[config.mk]
export PLATFORM = sky130hd
export DESIGN_NAME = iirdf1_cfg_regs
export DESIGN_NICKNAME = d
export VERILOG_FILES = /design/src/sv/iirdf1_pkg.sv /design/src/sv/iirdf1_cfg_regs.sv
export SDC_FILE = /design/constraint.sdc
export NUM_CORES = 1
export LEC_CHECK = 0
export ABC_AREA = 1
export BUFFER_PORTS_ARGS = -buffer_cell sky130_fd_sc_hd__buf_2
export CAP_MARGIN = 20
export CORE_MARGIN = 2
export CORE_UTILIZATION = 45
export DETAILED_ROUTE_END_ITERATION = 10
export PLACE_DENSITY_LB_ADDON = 0.15
export SLEW_MARGIN = 20
export SYNTH_ARGS = -nofsm -noshare
export SYNTH_HDL_FRONTEND = slang
export SYNTH_SLANG_ARGS = --single-unit
[constraint.sdc]
create_clock -name clk -period 0.9 [get_ports clk]
set_input_delay 0.135 -clock clk [delete_from_list [all_inputs] [get_ports clk]]
set_output_delay 0.135 -clock clk [all_outputs]
set_load 0.01 [all_outputs]
[src/sv/iirdf1_pkg.sv]
// ----------------------------------------------------------------------------
// iirdf1_pkg
// Shared widths, register codes and types for the direct form I biquad.
// ----------------------------------------------------------------------------
package iirdf1_pkg;

    // sample and coefficient formats (Q1.15 samples, Q4.14 coefficients)
    localparam int SampleW   = 16;
    localparam int CoefW     = 18;
    localparam int CoefFrac  = 14;
    localparam int TapCountW = 2;
    localparam int CfgIndexW = 3;

    // product, accumulator and post-shift widths
    localparam int ProdW  = SampleW + CoefW;
    localparam int AccW   = ProdW + 3;
    localparam int ShiftW = AccW - CoefFrac;

    // register reset values
    localparam logic signed [CoefW-1:0]  FfCoef0Reset  = CoefW'(16384);
    localparam logic [TapCountW-1:0]     TapCountReset = TapCountW'(1);

    // saturation limits on the shifted sum
    localparam logic signed [ShiftW-1:0] SatMax =
        {{(ShiftW-SampleW+1){1'b0}}, {(SampleW-1){1'b1}}};
    localparam logic signed [ShiftW-1:0] SatMin =
        {{(ShiftW-SampleW+1){1'b1}}, {(SampleW-1){1'b0}}};

    // configuration register indexes
    typedef enum logic [CfgIndexW-1:0] {
        REG_FF_COEF_0,
        REG_FF_COEF_1,
        REG_FF_COEF_2,
        REG_FB_COEF_1,
        REG_FB_COEF_2,
        REG_FF_TAP_COUNT,
        REG_FB_TAP_COUNT
    } cfg_reg_t;

    // coefficient set with per-tap enables, config block to datapath
    typedef struct packed {
        logic signed [CoefW-1:0] ff0;
        logic signed [CoefW-1:0] ff1;
        logic signed [CoefW-1:0] ff2;
        logic signed [CoefW-1:0] fb1;
        logic signed [CoefW-1:0] fb2;
        logic                    ff1_en;
        logic                    ff2_en;
        logic                    fb1_en;
        logic                    fb2_en;
    } coef_set_t;

    // filter history, newest first
    typedef struct packed {
        logic signed [SampleW-1:0] x1;
        logic signed [SampleW-1:0] x2;
        logic signed [SampleW-1:0] y1;
        logic signed [SampleW-1:0] y2;
    } hist_t;

endpackage

[src/sv/iirdf1_cfg_regs.sv]
// ----------------------------------------------------------------------------
// iirdf1_cfg_regs
// Coefficient and tap count registers, decoded into a coefficient set.
// ----------------------------------------------------------------------------
module iirdf1_cfg_regs
(
    input  logic                                 clk,
    input  logic                                 rst_n,
    input  logic                                 cfg_we,
    input  logic [iirdf1_pkg::CfgIndexW-1:0]     cfg_index,
    input  logic [iirdf1_pkg::CoefW-1:0]         cfg_data,
    output iirdf1_pkg::coef_set_t                coefs
);

    logic signed [iirdf1_pkg::CoefW-1:0]     ff0_reg;
    logic signed [iirdf1_pkg::CoefW-1:0]     ff1_reg;
    logic signed [iirdf1_pkg::CoefW-1:0]     ff2_reg;
    logic signed [iirdf1_pkg::CoefW-1:0]     fb1_reg;
    logic signed [iirdf1_pkg::CoefW-1:0]     fb2_reg;
    logic [iirdf1_pkg::TapCountW-1:0]        ff_count_reg;
    logic [iirdf1_pkg::TapCountW-1:0]        fb_count_reg;

    // register writes, unknown indexes dropped
    always_ff @(posedge clk or negedge rst_n)
    begin
        if (!rst_n)
        begin
            ff0_reg      <= iirdf1_pkg::FfCoef0Reset;
            ff1_reg      <= '0;
            ff2_reg      <= '0;
            fb1_reg      <= '0;
            fb2_reg      <= '0;
            ff_count_reg <= iirdf1_pkg::TapCountReset;
            fb_count_reg <= iirdf1_pkg::TapCountReset;
        end
        else if (cfg_we)
        begin
            unique case (iirdf1_pkg::cfg_reg_t'(cfg_index))
                iirdf1_pkg::REG_FF_COEF_0:    ff0_reg <= cfg_data;
                iirdf1_pkg::REG_FF_COEF_1:    ff1_reg <= cfg_data;
                iirdf1_pkg::REG_FF_COEF_2:    ff2_reg <= cfg_data;
                iirdf1_pkg::REG_FB_COEF_1:    fb1_reg <= cfg_data;
                iirdf1_pkg::REG_FB_COEF_2:    fb2_reg <= cfg_data;
                iirdf1_pkg::REG_FF_TAP_COUNT:
                    ff_count_reg <= cfg_data[iirdf1_pkg::TapCountW-1:0];
                iirdf1_pkg::REG_FB_TAP_COUNT:
                    fb_count_reg <= cfg_data[iirdf1_pkg::TapCountW-1:0];
                default:
                begin
                end
            endcase
        end
    end

    // tap enables: count 2 adds tap one, count 3 adds tap two
    always_comb
    begin
        coefs.ff0    = ff0_reg;
        coefs.ff1    = ff1_reg;
        coefs.ff2    = ff2_reg;
        coefs.fb1    = fb1_reg;
        coefs.fb2    = fb2_reg;
        coefs.ff1_en = ff_count_reg[1];
        coefs.ff2_en = (ff_count_reg == 2'd3);
        coefs.fb1_en = fb_count_reg[1];
        coefs.fb2_en = (fb_count_reg == 2'd3);
    end

endmodule

==> Word-level counts from Yosys, hierarchy flattened <==
Index checks and enable logic that the tools add are counted.
{ "word_totals": {"elab_cells": 23, "reg_bits": 94, "output_inout_bits": 94, "in_bits": 24} }
{ "op_classes": {"eq_ne": 8, "n_reduce_logical": 8} }
{ "op_table": {"columns": ["op", "count"], "rows": [
  ["AND reduction 2 bit", 7],
  ["equality test 3 bit (second input constant)", 3],
  ["equality test 3 x 2 -> 1 bit (second input constant)", 2],
  ["equality test 2 bit (second input constant)", 2],
  ["equality test 3 x 1 -> 1 bit (second input constant)", 1],
  ["logical NOT 3 bit", 1]
]} }

==> Longest topological paths before layout <==
{ "depth": {"word_depth": 2, "depth_mapped": 7, "depth_no_buf": 5} }

==> Least setup slack after synthesis <==
OpenSTA, ideal clock, no wires.
{ "synth_timing": {"path_kind": "input to register", "startpoint": "input cfg_index[0] (netlist bit)", "endpoint": "register ff0_reg[0] (netlist bit)", "t_required_ns": 0.783, "path_slack_ns": 0.003, "arrival_ns": 0.781, "path_buffers": 2, "setup_time_ns": 0.117, "stages": 6, "cell_sequence": "nor2_1 > buf_6 > nand2_8 > buf_8 > nand2_1 > nand2_1"} }
{ "synth_between": {"elab_chain_len": 2} }
{ "synth_lines": {"columns": ["item", "line", "text"], "rows": [
  ["start: declaration", "iirdf1_cfg_regs.sv:10", "input logic [iirdf1_pkg::CfgIndexW-1:0] cfg_index,"],
  ["logical NOT 3 bit", "iirdf1_cfg_regs.sv:38", "unique case (iirdf1_pkg::cfg_reg_t'(cfg_index))"],
  ["AND reduction 2 bit (no source line)", null, null],
  ["end signal: assignment", "iirdf1_cfg_regs.sv:28", "ff0_reg <= iirdf1_pkg::FfCoef0Reset;"],
  ["end signal: assignment", "iirdf1_cfg_regs.sv:39", "iirdf1_pkg::REG_FF_COEF_0: ff0_reg <= cfg_data;"],
  ["end: declaration", "iirdf1_cfg_regs.sv:15", "logic signed [iirdf1_pkg::CoefW-1:0] ff0_reg;"]
]} }
No other way between the ends.
A chain may end at the register's enable or synchronous reset.

==> flow_summary.json <==
{
  "most-common-layout-cells": "sky130_fd_sc_hd__nand2_1, sky130_fd_sc_hd__buf_2, sky130_fd_sc_hd__dfrtp_1, sky130_fd_sc_hd__buf_4, sky130_fd_sc_hd__nand3_1",
  "final_antenna_net_count": 0,
  "global_route_overflow": 0,
  "ctsLongestPathBuffers": 2,
  "path_clk_slew_ns": 0.09,
  "placementRows": 33,
  "syn-num-nets": 453,
  "hold_violations": 0,
  "final_period_minus_worst_setup_slack_ns": 1.24,
  "grt_pass1_vias": 3497,
  "setup_viol_count_final": 94,
  "antenna_found_initial": 0,
  "power.ir.vdd_worst_uv": 1120,
  "numClockSinks": 94,
  "status": "finished, violations left",
  "cts_tree": "built",
  "rsz0062_at_grt": "yes",
  "dr.first_iter.drc_count": 162,
  "setup.worst_path.end_class": "primary output",
  "routed_wl_microns": 10800,
  "grt_usage_pct": 23.7,
  "dpl.hpwl_microns": 7210,
  "reg2reg_setup_slack_ns": 0.03,
  "io_buffer_count": 117,
  "fillers": 716,
  "cts.root.buffer_cell": "sky130_fd_sc_hd__clkbuf_8",
  "nets": 658,
  "internal-power_mw": 8.93,
  "flow.area_growth_from_synthesis_pct": 45.2,
  "die_h_microns": 96.9,
  "worstHoldPathType": "input port to flip-flop",
  "worst_slew_margin_rel_pct": 75.8,
  "synth_sequential_area_ratio_pct": 60.6,
  "mostFrequentLayoutCell": "sky130_fd_sc_hd__nand2_1",
  "dieWidth_microns": 96.9,
  "wl_cell_microns": 14.5,
  "setup_ws_ns": -0.344,
  "timing.reg2reg.worst_path_depth": 4,
  "syn_avg_cell_area_sq_um": 9.06,
  "proportion_of_layout_cells_with_a_drive_suffix_above_1_pct": 39.7,
  "drt_drc_violations_left": 0,
  "vias": 3607,
  "post-route-period-util_pct": 138,
  "switching_share_pct": 28.8,
  "place_worst_setup_slack_ns": -0.258,
  "criticalPathCategory": "flip-flop to primary output",
  "vias_per_cell": 4.85,
  "dieArea_sq_um": 9390,
  "fmax_ghz": 0.804,
  "crit_path_max_incr_delay_ns": 0.54,
  "netlist-cell-type-count": 15,
  "final-max-slew-violation-count": 0,
  "placedCellCount": 652,
  "p_seq_share_pct": 43.8,
  "antenna_diode_count": 0,
  "yosys_warnings": 0,
  "power.share.clock_pct": 27.8,
  "synth.ff_latch_count": 94,
  "critPathMaxFanout": 2,
  "worst_hold_path.num_cells": 3,
  "drv_cap": 0,
  "timing_worst_slew_pin_value_ns": 0.362,
  "p_comb_share_pct": 28.5,
  "failed_checks": "setup timing",
  "ios": 118,
  "power-per-cell-area_nw_per_um2": 2220,
  "crit_path_cell_trace": "nand2_1 -> inv_1 -> buf_2",
  "synth.cell_area_sq_um": 3880,
  "cts_inserted_buffers": 9,
  "htree_num_levels": 3,
  "final.hold.worst_slack_ns": 0.0523,
  "arrival_ns": 1.11,
  "drt_pre_antenna_iters": 5,
  "largest_net_degree_at_the_start_of_global_routing": 26,
  "routabilityCongestion": 0.785,
  "netlist_instances": 429,
  "initial_core_util_pct": 46.8,
  "core_area_sq_um": 8300,
  "power_switching_mw": 3.62,
  "power.static_leakage_nw": 3.26,
  "post_layout_nonfiller_instances": 744,
  "clock_insertion_delay_worst_skew_ns": 0.35,
  "grt_pass1_wl_microns": 17900,
  "timing.critical_path.required_ns": 0.76,
  "skew_ns": 0,
  "cp-start-kind": "flip-flop",
  "critical_path_cell_with_the_highest_stage_delay": "sky130_fd_sc_hd__dfstp_2"
}
-- timing repair --
action | in CTS | in global routing
hold buffers | 1 | 0
setup buffers | 40 | 35
setup endpoints to repair | 94 | 94
gates resized for setup | 5 | 11
endpoints found under the hold margin | 93 | 0
-- final timing paths --
path	startpoint	end
min reg2reg	ff2_reg[4]$_DFFE_PN0P_	ff2_reg[4]$_DFFE_PN0P_
min in group asynchronous	rst_n	fb1_reg[2]$_DFFE_PN0P_
max	ff_count_reg[0]$_DFFE_PN1P_	coefs[2]
max reg2reg	fb2_reg[16]$_DFFE_PN0P_	fb2_reg[16]$_DFFE_PN0P_
min	cfg_data[0]	fb_count_reg[0]$_DFFE_PN1P_
max in group asynchronous	rst_n	ff0_reg[14]$_DFFE_PN1P_
-- stage by stage --
stage | setup TNS (ns) | area [sq um] | utilization [%] | total power [mW]
after floorplan | 0 | 3880 | - | 6.76
after global placement | -14.63 | 4710 | 56.8 | 8.00
after detailed placement | -15.27 | 4710 | 56.8 | 8.07
after CTS | -12.53 | 5310 | 64.0 | 12.1
after global routing | -15.24 | 5640 | 68.0 | 13.3
final | -11.41 | 5640 | 68.0 | 12.5
-- synth_stat cells, drive strengths merged --
cell type  instances  area, sq um
dfrtp             91         2280
nor2               7         46.3
inv                8         30.0
nand2            224          882
nand3             72          360
buf               24          210
dfstp              3         78.8
-- logic make-up after synthesis --
| kind of cell | share of synthesized area, % |
|---|---|
| buffers and inverters | 6.18 |
| and+or+nand+nor | 33.2 |
| DFF | 60.6 |
-- worst max-delay path, delay by kind of cell (launching register included) --
kind,cells,cell delay [ns]
DFF,1,0.54
buffers and inverters,2,0.17
and+or+nand+nor,1,0.05
-- power by group through the flow --
stage,clock [mW],sequential [mW],combinational [mW]
after floorplan,0,5.89,0.870
after global placement,0,5.54,2.46
after detailed placement,0,5.55,2.53
after CTS,3.53,5.46,3.08
after global routing,3.74,5.58,3.95
final,3.48,5.49,3.57
-- layout make-up --
class | count | area [sq um] | share of cell area [%]
clock buffer | 11 | 151 | 2.68
clock inverter | 5 | 105 | 1.86
inverter | 8 | 30.0 | 0.532
multi-input combinational | 303 | 1300 | 23.0
sequential | 94 | 2360 | 41.8
tap | 105 | 131 | 2.33
timing repair buffer | 218 | 1570 | 27.8
-- metal layers --
layer / routed length, microns / vias up / track usage (%)
met2: 5090 / 129 / 36.3
li1: - / 1751 / -
met4: 182 / 0 / 6.50
met5: 0 / - / 0
met1: 4830 / 1710 / 34.4
met3: 690 / 17 / 4.91
No activity file was read; power rests on OpenSTA's default activity.
